$ cat src/hw/rtl/ccd_pkg.sv
// Shared types, constants and decode helpers for the caption pair decoder.
// Used by the front, queue, back and top-level modules; depends on nothing else.
package ccd_pkg;

    localparam int ROWS              = 15;
    localparam int COLUMNS_DEFAULT   = 32;
    localparam int QUEUE_DEPTH_DEFAULT = 2;

    localparam logic [15:0] NO_PAIR      = 16'hFFFF;
    localparam logic [7:0]  ROW_END_CHAR = 8'h0A;

    // Miscellaneous control codes, second byte of a 0x14 pair.
    localparam logic [6:0] CMD_RCL = 7'h20;
    localparam logic [6:0] CMD_BS  = 7'h21;
    localparam logic [6:0] CMD_FON = 7'h28;
    localparam logic [6:0] CMD_RDC = 7'h29;
    localparam logic [6:0] CMD_EDM = 7'h2C;
    localparam logic [6:0] CMD_CR  = 7'h2D;
    localparam logic [6:0] CMD_EOC = 7'h2F;

    localparam logic [6:0] TAB_1 = 7'h21;
    localparam logic [6:0] TAB_2 = 7'h22;
    localparam logic [6:0] TAB_3 = 7'h23;

    typedef enum logic [3:0] {
        OP_NONE,
        OP_CHAR,
        OP_PAC,
        OP_MIDROW,
        OP_BACKSPACE,
        OP_CLOSE,
        OP_ERASE_MEM,
        OP_CR,
        OP_FLASH,
        OP_TAB
    } t_op;

    typedef enum logic [1:0] {
        KIND_CELL,
        KIND_ROW_END,
        KIND_OPEN,
        KIND_CLOSE
    } t_kind;

    // Classified request handed from the front to the back.
    typedef struct packed {
        t_op         op;
        logic [7:0]  ch0;
        logic [7:0]  ch1;
        logic        has_ch1;
        logic [3:0]  row;
        logic [4:0]  col;
        logic [2:0]  color;
        logic [2:0]  attr;
        logic [1:0]  tab;
        logic [31:0] stamp_ms;
    } t_cmd;

    typedef struct packed {
        t_kind       kind;
        logic [3:0]  row;
        logic [5:0]  column;
        logic [7:0]  char_code;
        logic [2:0]  attribute;
        logic [2:0]  color;
        logic [31:0] open_time;
        logic        last;
    } t_res;

    // Caption row selected by the PAC row index; slot 1 never occurs.
    function automatic logic [3:0] pac_row(input logic [3:0] idx);
        logic [3:0] r;
        case (idx)
            4'd0:    r = 4'd10;
            4'd1:    r = 4'd0;
            4'd2:    r = 4'd0;
            4'd3:    r = 4'd1;
            4'd4:    r = 4'd2;
            4'd5:    r = 4'd3;
            4'd6:    r = 4'd11;
            4'd7:    r = 4'd12;
            4'd8:    r = 4'd13;
            4'd9:    r = 4'd14;
            4'd10:   r = 4'd4;
            4'd11:   r = 4'd5;
            4'd12:   r = 4'd6;
            4'd13:   r = 4'd7;
            4'd14:   r = 4'd8;
            4'd15:   r = 4'd9;
            default: r = 4'd0;
        endcase
        return r;
    endfunction

    // Attribute bits of a style index: bit0 italic, bit1 underline.
    function automatic logic [2:0] font_bits(input logic [3:0] i);
        logic it;
        it = (i == 4'd14) || (i == 4'd15);
        return {1'b0, i[0], it};
    endfunction

endpackage

$ cat src/hw/rtl/ccd_front.sv
// Front end: strips parity, drops padding and repeated control pairs, and
// classifies each pair into a request for the back end. Depends on ccd_pkg.
module ccd_front (
    input  logic          i_clk,
    input  logic          i_rst_n,
    input  logic          i_valid,
    output logic          o_ready,
    input  logic [15:0]   i_code,
    input  logic [31:0]   i_time,
    input  logic          i_full,
    output logic          o_push,
    output ccd_pkg::t_cmd o_cmd
);
    import ccd_pkg::*;

    logic [15:0] r_prev_pair;
    logic [15:0] n_prev_pair;
    logic [6:0]  hi;
    logic [6:0]  lo;
    logic [6:0]  h;
    logic [15:0] pair;
    logic [4:0]  pi;
    t_cmd        cmd;

    assign hi   = i_code[14:8];
    assign lo   = i_code[6:0];
    assign pair = {1'b0, hi, 1'b0, lo};
    assign pi   = lo[4:0];

    always_comb begin
        h = (hi >= 7'h18) ? hi - 7'h08 : hi;
        if (h == 7'h15 && lo >= 7'h20 && lo <= 7'h2F) begin
            h = 7'h14;
        end
    end

    always_comb begin
        cmd          = '0;
        cmd.op       = OP_NONE;
        cmd.stamp_ms = i_time;
        // PAC fields are filled in always; only a PAC request uses them.
        cmd.row   = pac_row({h[2:0], lo[5]});
        cmd.col   = pi[4] ? {pi[3:1], 2'b00} : 5'd0;
        cmd.color = (pi < 5'd14) ? pi[3:1] : 3'd0;
        cmd.attr  = pi[4] ? {1'b0, pi[0], 1'b0} : font_bits(pi[3:0]);
        n_prev_pair = r_prev_pair;

        if (hi == 7'h00 && lo == 7'h00) begin
            n_prev_pair = r_prev_pair;
        end else if (hi >= 7'h10 && hi <= 7'h1F) begin
            if (r_prev_pair == pair) begin
                n_prev_pair = NO_PAIR;
            end else begin
                n_prev_pair = pair;
                case (h)
                    7'h10: begin
                        if (lo >= 7'h40 && lo <= 7'h5F) cmd.op = OP_PAC;
                    end
                    7'h11: begin
                        if (lo >= 7'h20 && lo <= 7'h2F) begin
                            cmd.op    = OP_MIDROW;
                            cmd.color = (lo[3:0] < 4'd14) ? lo[3:1] : 3'd0;
                            cmd.attr  = font_bits(lo[3:0]);
                        end else if (lo >= 7'h30 && lo <= 7'h3F) begin
                            cmd.op  = OP_CHAR;
                            cmd.ch0 = {1'b0, lo} + 8'h50;
                        end else if (lo >= 7'h40) begin
                            cmd.op = OP_PAC;
                        end
                    end
                    7'h12, 7'h13: begin
                        if (lo >= 7'h20 && lo <= 7'h3F) begin
                            cmd.op  = OP_CHAR;
                            cmd.ch0 = {1'b0, lo} + ((h == 7'h12) ? 8'h70 : 8'h90);
                        end else if (lo >= 7'h40) begin
                            cmd.op = OP_PAC;
                        end
                    end
                    7'h14, 7'h15: begin
                        if (h == 7'h14 && lo >= 7'h20 && lo <= 7'h2F) begin
                            case (lo)
                                CMD_BS:                   cmd.op = OP_BACKSPACE;
                                CMD_RCL, CMD_RDC, CMD_EOC: cmd.op = OP_CLOSE;
                                CMD_EDM:                  cmd.op = OP_ERASE_MEM;
                                CMD_CR:                   cmd.op = OP_CR;
                                CMD_FON:                  cmd.op = OP_FLASH;
                                default:                  cmd.op = OP_NONE;
                            endcase
                        end else if (lo >= 7'h40) begin
                            cmd.op = OP_PAC;
                        end
                    end
                    7'h16: begin
                        if (lo >= 7'h40) cmd.op = OP_PAC;
                    end
                    7'h17: begin
                        if (lo == TAB_1 || lo == TAB_2 || lo == TAB_3) begin
                            cmd.op  = OP_TAB;
                            cmd.tab = lo[1:0];
                        end else if (lo >= 7'h40) begin
                            cmd.op = OP_PAC;
                        end
                    end
                    default: cmd.op = OP_NONE;
                endcase
            end
        end else begin
            n_prev_pair = NO_PAIR;
            if (hi >= 7'h20) begin
                cmd.op      = OP_CHAR;
                cmd.ch0     = {1'b0, hi};
                cmd.ch1     = {1'b0, lo};
                cmd.has_ch1 = (lo >= 7'h20);
                n_prev_pair = '0;
            end
        end
    end

    assign o_ready = !i_full;
    assign o_push  = i_valid && !i_full && (cmd.op != OP_NONE);
    assign o_cmd   = cmd;

    always_ff @(posedge i_clk) begin
        if (!i_rst_n) begin
            r_prev_pair <= '0;
        end else if (i_valid && !i_full) begin
            r_prev_pair <= n_prev_pair;
        end
    end

endmodule

$ cat src/hw/rtl/ccd_fifo.sv
// Short request queue between the front and back ends.
// Register-based, one write and one read per cycle; no write is taken while full and no read while empty; uses ccd_pkg.
module ccd_fifo #(
    parameter int DEPTH = ccd_pkg::QUEUE_DEPTH_DEFAULT
) (
    input  logic          i_clk,
    input  logic          i_rst_n,
    input  logic          i_push,
    input  ccd_pkg::t_cmd i_data,
    output logic          o_full,
    output logic          o_valid,
    output ccd_pkg::t_cmd o_data,
    input  logic          i_pop
);
    import ccd_pkg::*;

    localparam int PW = (DEPTH > 1) ? $clog2(DEPTH) : 1;
    localparam int CW = $clog2(DEPTH + 1);
    localparam logic [PW-1:0] LAST_SLOT = PW'(DEPTH - 1);

    t_cmd          r_mem [DEPTH];
    logic [PW-1:0] r_wr;
    logic [PW-1:0] r_rd;
    logic [CW-1:0] r_count;
    logic          do_push;
    logic          do_pop;

    assign o_full  = (r_count == CW'(DEPTH));
    assign o_valid = (r_count != '0);
    assign o_data  = r_mem[r_rd];
    assign do_push = i_push && !o_full;
    assign do_pop  = i_pop && o_valid;

    always_ff @(posedge i_clk) begin
        if (do_push) begin
            r_mem[r_wr] <= i_data;
        end
    end

    always_ff @(posedge i_clk) begin
        if (!i_rst_n) begin
            r_wr    <= '0;
            r_rd    <= '0;
            r_count <= '0;
        end else begin
            if (do_push) begin
                r_wr <= (r_wr == LAST_SLOT) ? '0 : r_wr + PW'(1);
            end
            if (do_pop) begin
                r_rd <= (r_rd == LAST_SLOT) ? '0 : r_rd + PW'(1);
            end
            if (do_push && !do_pop) begin
                r_count <= r_count + CW'(1);
            end else if (do_pop && !do_push) begin
                r_count <= r_count - CW'(1);
            end
        end
    end

    a_count_bound: assert property (@(posedge i_clk) disable iff (!i_rst_n)
        r_count <= CW'(DEPTH))
        else $error("queue fill count exceeds its depth");

endmodule

$ cat src/hw/rtl/ccd_back.sv
// Back end: holds cursor, pen and event state, carries out one request per
// pop and serializes up to two results through an output register. Uses ccd_pkg.
module ccd_back #(
    parameter int COLUMNS = ccd_pkg::COLUMNS_DEFAULT
) (
    input  logic          i_clk,
    input  logic          i_rst_n,
    input  logic          i_q_valid,
    input  ccd_pkg::t_cmd i_q_cmd,
    output logic          o_q_pop,
    output logic          o_valid,
    input  logic          i_ready,
    output ccd_pkg::t_res o_res
);
    import ccd_pkg::*;

    localparam int CW = $clog2(COLUMNS);
    localparam logic [CW-1:0] CMAX = CW'(COLUMNS - 1);

    logic [3:0]    r_row,    n_row;
    logic [CW-1:0] r_col,    n_col;
    logic [2:0]    r_color,  n_color;
    logic [2:0]    r_attr,   n_attr;
    logic          r_exists, n_exists;
    logic          r_open,   n_open;
    t_res          r_out;
    logic          r_out_v;
    t_res          r_pend;
    logic          r_pend_v;

    t_res          res [2];
    logic [1:0]    cnt;
    logic [CW-1:0] ncol;
    logic [CW:0]   tab_sum;
    logic          take;
    logic          pop;
    t_cmd          c;

    function automatic t_res mk(input t_kind k, input logic [3:0] r, input logic [5:0] col,
                                input logic [7:0] ch, input logic [2:0] at,
                                input logic [2:0] co, input logic [31:0] t);
        t_res x;
        x.kind      = k;
        x.row       = r;
        x.column    = col;
        x.char_code = ch;
        x.attribute = at;
        x.color     = co;
        x.open_time = t;
        x.last      = 1'b0;
        return x;
    endfunction

    assign c    = i_q_cmd;
    assign take = r_out_v && i_ready;
    assign pop  = i_q_valid && !r_pend_v && (!r_out_v || i_ready);

    always_comb begin
        n_row    = r_row;
        n_col    = r_col;
        n_color  = r_color;
        n_attr   = r_attr;
        n_exists = r_exists;
        n_open   = r_open;
        res[0]   = '0;
        res[1]   = '0;
        cnt      = 2'd0;
        ncol     = (6'(c.col) > 6'(CMAX)) ? CMAX : CW'(c.col);
        tab_sum  = {1'b0, r_col} + (CW+1)'(c.tab);

        case (c.op)
            OP_CHAR: begin
                if (r_exists && r_open) begin
                    res[0] = mk(KIND_CELL, n_row, 6'(n_col), c.ch0, n_attr, n_color, '0);
                    cnt    = 2'd1;
                    if (n_col < CMAX) n_col = n_col + CW'(1);
                    if (c.has_ch1) begin
                        res[1] = mk(KIND_CELL, n_row, 6'(n_col), c.ch1, n_attr, n_color, '0);
                        cnt    = 2'd2;
                        if (n_col < CMAX) n_col = n_col + CW'(1);
                    end
                end
            end
            OP_PAC: begin
                if ((c.row != r_row && 5'(c.row) != 5'(r_row) + 5'd1) ||
                    c.color != r_color || !r_exists || !r_open) begin
                    // A new caption line: close the open event and open a fresh one.
                    if (r_exists && r_open) begin
                        res[cnt[0]] = mk(KIND_CLOSE, '0, '0, '0, '0, '0, '0);
                        cnt         = cnt + 2'd1;
                    end
                    res[cnt[0]] = mk(KIND_OPEN, '0, '0, '0, '0, '0, c.stamp_ms);
                    cnt         = cnt + 2'd1;
                    n_row    = c.row;
                    n_col    = ncol;
                    n_color  = c.color;
                    n_exists = 1'b1;
                    n_open   = 1'b1;
                    n_attr   = c.attr;
                end else begin
                    if (6'(ncol) != 6'(r_col) && 6'(ncol) != 6'(r_col) + 6'd1 &&
                        5'(c.row) == 5'(r_row) + 5'd1) begin
                        res[0] = mk(KIND_ROW_END, r_row, 6'(COLUMNS), ROW_END_CHAR,
                                    r_attr, r_color, '0);
                        cnt    = 2'd1;
                        n_row  = c.row;
                        n_col  = ncol;
                    end
                    n_attr = c.attr | (r_attr & 3'b100);
                end
            end
            OP_MIDROW: begin
                n_color = c.color;
                n_attr  = c.attr;
            end
            OP_BACKSPACE: begin
                if (r_exists && r_col != '0) begin
                    n_col  = r_col - CW'(1);
                    res[0] = mk(KIND_CELL, r_row, 6'(n_col), 8'h00, r_attr, r_color, '0);
                    cnt    = 2'd1;
                end
            end
            OP_CLOSE, OP_ERASE_MEM: begin
                if (r_exists && r_open) begin
                    n_open = 1'b0;
                    res[0] = mk(KIND_CLOSE, '0, '0, '0, '0, '0, '0);
                    cnt    = 2'd1;
                end
                if (c.op == OP_ERASE_MEM) begin
                    n_row   = '0;
                    n_col   = '0;
                    n_color = '0;
                    n_attr  = '0;
                end
            end
            OP_CR: begin
                n_col = '0;
                if (r_row < 4'(ROWS - 1)) n_row = r_row + 4'd1;
            end
            OP_FLASH: begin
                n_attr = r_attr | 3'b100;
            end
            OP_TAB: begin
                n_col = (tab_sum > {1'b0, CMAX}) ? CMAX : tab_sum[CW-1:0];
            end
            default: begin
                n_row = r_row;
            end
        endcase

        if (cnt == 2'd1) res[0].last = 1'b1;
        if (cnt == 2'd2) res[1].last = 1'b1;
    end

    always_ff @(posedge i_clk) begin
        if (!i_rst_n) begin
            r_row    <= '0;
            r_col    <= '0;
            r_color  <= '0;
            r_attr   <= '0;
            r_exists <= 1'b0;
            r_open   <= 1'b0;
            r_out_v  <= 1'b0;
            r_pend_v <= 1'b0;
        end else begin
            if (r_pend_v && (!r_out_v || i_ready)) begin
                r_out    <= r_pend;
                r_out_v  <= 1'b1;
                r_pend_v <= 1'b0;
            end else if (pop) begin
                r_row    <= n_row;
                r_col    <= n_col;
                r_color  <= n_color;
                r_attr   <= n_attr;
                r_exists <= n_exists;
                r_open   <= n_open;
                if (cnt != 2'd0) begin
                    r_out   <= res[0];
                    r_out_v <= 1'b1;
                end else if (take) begin
                    r_out_v <= 1'b0;
                end
                if (cnt == 2'd2) begin
                    r_pend   <= res[1];
                    r_pend_v <= 1'b1;
                end
            end else if (take) begin
                r_out_v <= 1'b0;
            end
        end
    end

    assign o_q_pop = pop;
    assign o_valid = r_out_v;
    assign o_res   = r_out;

    a_pend_behind_out: assert property (@(posedge i_clk) disable iff (!i_rst_n)
        r_pend_v |-> r_out_v)
        else $error("second result held while the output register is empty");

    a_open_needs_event: assert property (@(posedge i_clk) disable iff (!i_rst_n)
        r_open |-> r_exists)
        else $error("event marked open without an existing event");

    a_cursor_bounds: assert property (@(posedge i_clk) disable iff (!i_rst_n)
        (r_col <= CMAX) && (r_row < 4'(ROWS)))
        else $error("cursor left the caption grid");

endmodule

$ cat src/hw/rtl/cea608_caption_pair_decoder.sv
// Top level of the caption pair decoder: stream ports, packing of the payload,
// and the front, queue and back instances. Depends on ccd_pkg, ccd_front,
// ccd_fifo and ccd_back.
//
// Usage:
//   The slave channel (i_s_*) takes one raw byte pair per request together with
//   the cue time of its line. The master channel (o_m_*) returns zero, one or
//   two result requests per pair; tlast marks the final result of a pair.
//   A pair that causes no result (padding, a dropped repeat, a style change,
//   a cursor move) is consumed silently.
//   The first result of a pair reaches the master side through the queue register
//   and then the output register. The back end takes a new queued pair every cycle
//   while the output register is free or being taken; a pair with two results holds
//   the next pair back while its second result waits in the one-deep holding
//   register behind the single output register.
//   The front end classifies pairs and tracks the previous control pair; a
//   short queue lets it keep taking pairs while the back end drains results.
//   When the receiver stalls, the output register holds its result, the queue
//   fills, and then o_s_tready drops until room returns; nothing is lost.
//   Reset (synchronous, active low) clears the cursor to row 0 column 0, the
//   pen to white without attributes, the event flags, the previous-pair
//   register, the queue and the output valid flags. No clearing pass is needed.
module cea608_caption_pair_decoder #(
    parameter int COLUMNS     = ccd_pkg::COLUMNS_DEFAULT,
    parameter int QUEUE_DEPTH = ccd_pkg::QUEUE_DEPTH_DEFAULT
) (
    input  logic        i_clk,
    input  logic        i_rst_n,
    input  logic        i_s_tvalid,
    output logic        o_s_tready,
    input  logic [47:0] i_s_tdata,   // [15:0] code word, [47:16] cue time in ms
    output logic        o_m_tvalid,
    input  logic        i_m_tready,
    output logic [63:0] o_m_tdata,   // [1:0] kind, [5:2] row, [11:6] column,
                                     // [19:12] char_code, [22:20] attribute,
                                     // [25:23] color, [57:26] open_time_ms, zeros above
    output logic        o_m_tlast
);
    import ccd_pkg::*;

    t_cmd push_cmd;
    t_cmd q_cmd;
    logic push;
    logic q_full;
    logic q_valid;
    logic q_pop;
    t_res res;

    ccd_front u_front (
        .i_clk   (i_clk),
        .i_rst_n (i_rst_n),
        .i_valid (i_s_tvalid),
        .o_ready (o_s_tready),
        .i_code  (i_s_tdata[15:0]),
        .i_time  (i_s_tdata[47:16]),
        .i_full  (q_full),
        .o_push  (push),
        .o_cmd   (push_cmd)
    );

    ccd_fifo #(
        .DEPTH (QUEUE_DEPTH)
    ) u_fifo (
        .i_clk   (i_clk),
        .i_rst_n (i_rst_n),
        .i_push  (push),
        .i_data  (push_cmd),
        .o_full  (q_full),
        .o_valid (q_valid),
        .o_data  (q_cmd),
        .i_pop   (q_pop)
    );

    ccd_back #(
        .COLUMNS (COLUMNS)
    ) u_back (
        .i_clk     (i_clk),
        .i_rst_n   (i_rst_n),
        .i_q_valid (q_valid),
        .i_q_cmd   (q_cmd),
        .o_q_pop   (q_pop),
        .o_valid   (o_m_tvalid),
        .i_ready   (i_m_tready),
        .o_res     (res)
    );

    assign o_m_tdata = {6'b0, res.open_time, res.color, res.attribute, res.char_code,
                        res.column, res.row, res.kind};
    assign o_m_tlast = res.last;

endmodule

$ cat config.mk
export PLATFORM = sky130hd
export DESIGN_NAME = cea608_caption_pair_decoder
export DESIGN_NICKNAME = d
export VERILOG_FILES = /design/src/hw/rtl/ccd_pkg.sv /design/src/hw/rtl/ccd_front.sv /design/src/hw/rtl/ccd_fifo.sv /design/src/hw/rtl/ccd_back.sv /design/src/hw/rtl/cea608_caption_pair_decoder.sv
export SDC_FILE = /design/constraint.sdc
export NUM_CORES = 1
export LEC_CHECK = 0
export ABC_AREA = 1
export BUFFER_PORTS_ARGS = -buffer_cell sky130_fd_sc_hd__clkbuf_2
export CAP_MARGIN = 30
export CELL_PAD_IN_SITES_DETAIL_PLACEMENT = 1
export CELL_PAD_IN_SITES_GLOBAL_PLACEMENT = 2
export CORE_UTILIZATION = 36
export DETAILED_ROUTE_END_ITERATION = 8
export PLACE_DENSITY = 0.72
export SLEW_MARGIN = 5
export SYNTH_ARGS = -nofsm -noshare
export SYNTH_HDL_FRONTEND = slang
export SYNTH_HIERARCHICAL = 1
export SYNTH_SLANG_ARGS = --single-unit
$ cat constraint.sdc
create_clock -name i_clk -period 5.9 [get_ports i_clk]
set_input_delay 0.295 -clock i_clk [delete_from_list [all_inputs] [get_ports i_clk]]
set_output_delay 0.295 -clock i_clk [all_outputs]
set_load 0.02 [all_outputs]
==> results list <==
* Maximum number of pins on one net before global-route repair: 65
- For hold timing, the worst endpoint is u_fifo/r_mem[0][35]$_DFFE_PP_.
- For this run, the register share of the synthesized area comes to 55.6%.
* Post-synthesis async set-or-reset flop share: 0%
* Wirelength, routed: 38.0 mm
- Summed over all instances, the cell type with the most area after synthesis is edfxtp_1.
- Fraction of final layout cells with drive strength greater than 1: 22.7%
- Post-synth EDFFs: 255
* Cell count after synthesis: 1428
- At the end of the flow the core is filled with cells to between 40% and 50%.
- Yosys synthesis warning count: 6
- Among all flip-flop cells after synthesis, the most frequent one is edfxtp_1.
- Final-report hold violation count: 0
- In this run the horizontal extent of the chip is just over 200 microns.
- The core region is about 40000 sq um.
* Clock-pin slew of the registers on the worst-case setup and hold paths: 60 ps
* Worst Hold Path Cells: 1
- Registers are responsible for 41.3% of the overall power.
- Of all nets on the critical path, the largest fanout is 31.
* Initial Utilization: 36.9%
* Pre-Repair DR Iteration Count: 5
* Leading cell type in the layout, fill and taps excluded: nand2_1
- Dividing the detail-routed via count by the number of cells gives 4.93.
- In this run the critical register-to-register path is captured at u_back/o_res[8]$_DFFE_PP_.
- Kind of start point of the critical path: flop
* Logic depth of the worst register-to-register path: 14
- Status: finished clean
* Part of the power in the clock network: roughly 32%
* Setup TNS: 0 ps
* All-layer global routing usage: 17.8%
- Synth unique cells: 59
- Average size of a mapped cell: 10.6 sq um
- Measured against its own limit, the worst slew margin works out to 35.5%.
- Cell types with the largest area share after synthesis: edfxtp_1 (50%), mux2_4 (6.9%), nand2_1 (6.4%)
- Switching power: 2.01 mW
* Die outline height: roughly 210 microns
- Fraction of met2 tracks used by global routing: 31.5%
* Switch share: 31.5%
* Comb pwr share: 26.6%
- Total power divided by cell area: 369 nW/um^2
* P&R area growth vs syn: 14.0%
* First-pass GRT wire length: 60.2 mm
- Grt total ovfl: 0
* Total number of clock tree sinks: 294
- For the final database, setup skew stands at 18.1 ps.
- Drt first-iter violations: 503
- Hold path start: i_s_tdata[0]
* Residual antenna-violating net count after detailed routing: 0
* Final setup violation count: 0
- Max-cap violations: 0
- The HPWL after detailed placement is 26.5 mm.
- Minimum setup slack in the final design: approximately 1500 ps
* Leading cell types in the layout, fill and taps excluded: nand2_1 (258), edfxtp_1 (255), nor2_1 (148), inv_1 (142), clkbuf_2 (110)
- For this design, the CTS-stage hold fixing added 32 buffers.
- Post-synthesis instance area: 15200 sq um
- During placement, the flow inserted port buffers numbering 110.
- Path type of the worst setup path: flop to flop
* Worst-Skew Late Latency: 520 ps
- In the routed design, unresolved DRC markers number 0.
- Min Clock Period, post-route: 4400 ps
* Met3 global-route usage: under 10%
* Buffer cell driving the clock tree root: clkbuf_16
* Internal power: 4.38 mW
- Slew at the pin closest to its max-slew limit: 968 ps
* Grt peak-use layer: met2
- CTS tree: yes
- Critical Path Sink Type: flop
* Worst path arrival time: approximately 4600 ps
* Routed wire per std cell: roughly 18 microns
* Global routing met1 resource utilization: 22.6%
- The floorplan step defined a die boundary enclosing around 43000 sq um.
- The number of setup buffers added after CTS is 0.
- TritonCTS buffer count: 34
- Detailed routing inserted a total of 10300 vias.
* Gates resized, CTS repair: 0
- Post-layout net count: around 1600
* Highest Clock Rate: 227 MHz
* Post-synthesis register bit count: 294
* Final cell count without fillers: 2091
- H-tree depth reported by CTS: 2
- Post-layout total power: 6.39 mW
* Leak: 7.16 nW
- Total of fill cells in the finished design: 4536
- At the worst endpoint, the required time is roughly 6100 ps.
* Final period util: 74.5%
- For this design the top-level I/O count stands at 119.
* Initial antenna violation count: 1
- Global placer's final weighted congestion: 0.846
* Number of instances in the placed design: 1998
- Count of pins over their slew limit: 0
- Worst slack at placement: 1160 ps
- CTS Buffer Depth: 3
- The setup check on the worst reg-to-reg path leaves a slack of 1500 ps.
- Row generation in the floorplan step produced 74 rows.
* Share of the synthesized area in the top cell type: 50.4%
* Unrepaired setup endpoints after global routing: false
- In this run the worst hold path is classified as input port to flop.
- The via count of the first global-routing pass is 10700.
- Peak supply drop: 243 uV
==> per-stage QoR <==
stage	hold WS, ps	area, sq um
after floorplan	416	15200
after global placement	453	15900
after detailed placement	468	15900
after CTS	163	17300
after global routing	182	17300
final	183	17300
==> cell families (layout without fill, tap and decap cells) <==
family	Yosys count	after routing	share of synthesized area, %
DFF	294	294	55.6
muxes	70	70	6.92
xor gates and xnor gates	17	17	0.980
and+or+nand+nor	575	575	17.7
adders and majority gates	31	31	2.65
other	2	11	0.0494
AOI/OAI and AO/OA	177	177	7.36
buffers and inverters	262	384	8.78
==> final cells by class <==
cell class / instances / area, sq um / share of cell area [%]
timing repair buffer: 154 / 998 / 5.77
inverter: 170 / 642 / 3.71
tap: 532 / 666 / 3.85
multi-input combinational: 880 / 5480 / 31.6
clock inverter: 18 / 170 / 0.983
sequential: 294 / 8440 / 48.8
antenna: 1 / 2.50 / 0.0145
clock buffer: 42 / 912 / 5.27
==> worst max-delay path: stages, from the launching register on <==
cell and delay, ps:
dfxtp_4 620, mux2_4 370, nor2_1 170, inv_1 90, nor2_1 160, nand2_1 170, inv_1 550, nand2_1 100
buf_4 280, nand2_2 120, a21oi_1 110, nand2_1 110, nand2_1 80, inv_2 540, buf_4 520
==> worst max path at each step <==
stage / end / slack, ps / cells past startpoint
2_1_floorplan: u_fifo/r_mem[0][0]$_DFFE_PP_ / -200 / 24
3_3_place_gp: u_fifo/r_mem[0][10]$_DFFE_PP_ / 1250 / 22
3_5_place_dp: u_fifo/r_mem[1][6]$_DFFE_PP_ / 1160 / 20
4_1_cts: u_back/o_res[46]$_DFFE_PP_ / 1420 / 14
5_1_grt: u_back/o_res[46]$_DFFE_PP_ / 1070 / 14
6_report: u_back/o_res[8]$_DFFE_PP_ / 1500 / 14
==> cells in the mapped netlist (4+ instances only) <==
| cell type | number |
|---|---|
| buf_6 | 4 |
| ha_1 | 29 |
| a22oi_1 | 13 |
| nor2_4 | 9 |
| buf_4 | 49 |
| o21ai_0 | 42 |
| o22ai_1 | 5 |
| inv_1 | 143 |
| mux2_4 | 70 |
| xor2_1 | 9 |
| nand2_2 | 20 |
| nand2_4 | 5 |
| o21ai_2 | 6 |
| a21oi_1 | 52 |
| clkbuf_1 | 14 |
| edfxtp_1 | 255 |
| inv_2 | 22 |
| nand3_2 | 12 |
| buf_2 | 15 |
| dfxtp_1 | 39 |
| xnor2_1 | 8 |
| nand2_1 | 258 |
| nor2_2 | 13 |
| o31ai_1 | 34 |
| buf_12 | 7 |
| nand4_1 | 10 |
| nor3_1 | 8 |
| nand3_1 | 73 |
| a211oi_1 | 4 |
| nor2_1 | 152 |
==> sequential cells by signal (all words and copies together), names as in the netlist, 2 cells and up, named ones only <==
register	flops
u_back/r_color	3
u_back/r_pend	56
u_fifo/r_mem	140
u_back/r_col	5
u_back/r_attr	3
u_fifo/r_count	2
u_back/r_row	4
u_front/r_prev_pair	15
u_back/o_res	59
==> metal layers <==
metal	wire, microns	part of all wire, %
met3	1470	3.9
met4	944	2.5
met5	0	0
met2	18900	50
met1	16800	44
==> power groups by stage <==
stage,sequential [mW],combinational [mW],clock (mW)
2_1_floorplan,2.62,1.39,0
5_1_grt,2.66,1.89,2.18
4_1_cts,2.64,1.72,2.12
3_5_place_dp,2.69,1.69,0
3_3_place_gp,2.67,1.66,0
6_report,2.64,1.70,2.05
Note: power is estimated with default switching activity, not from simulation.
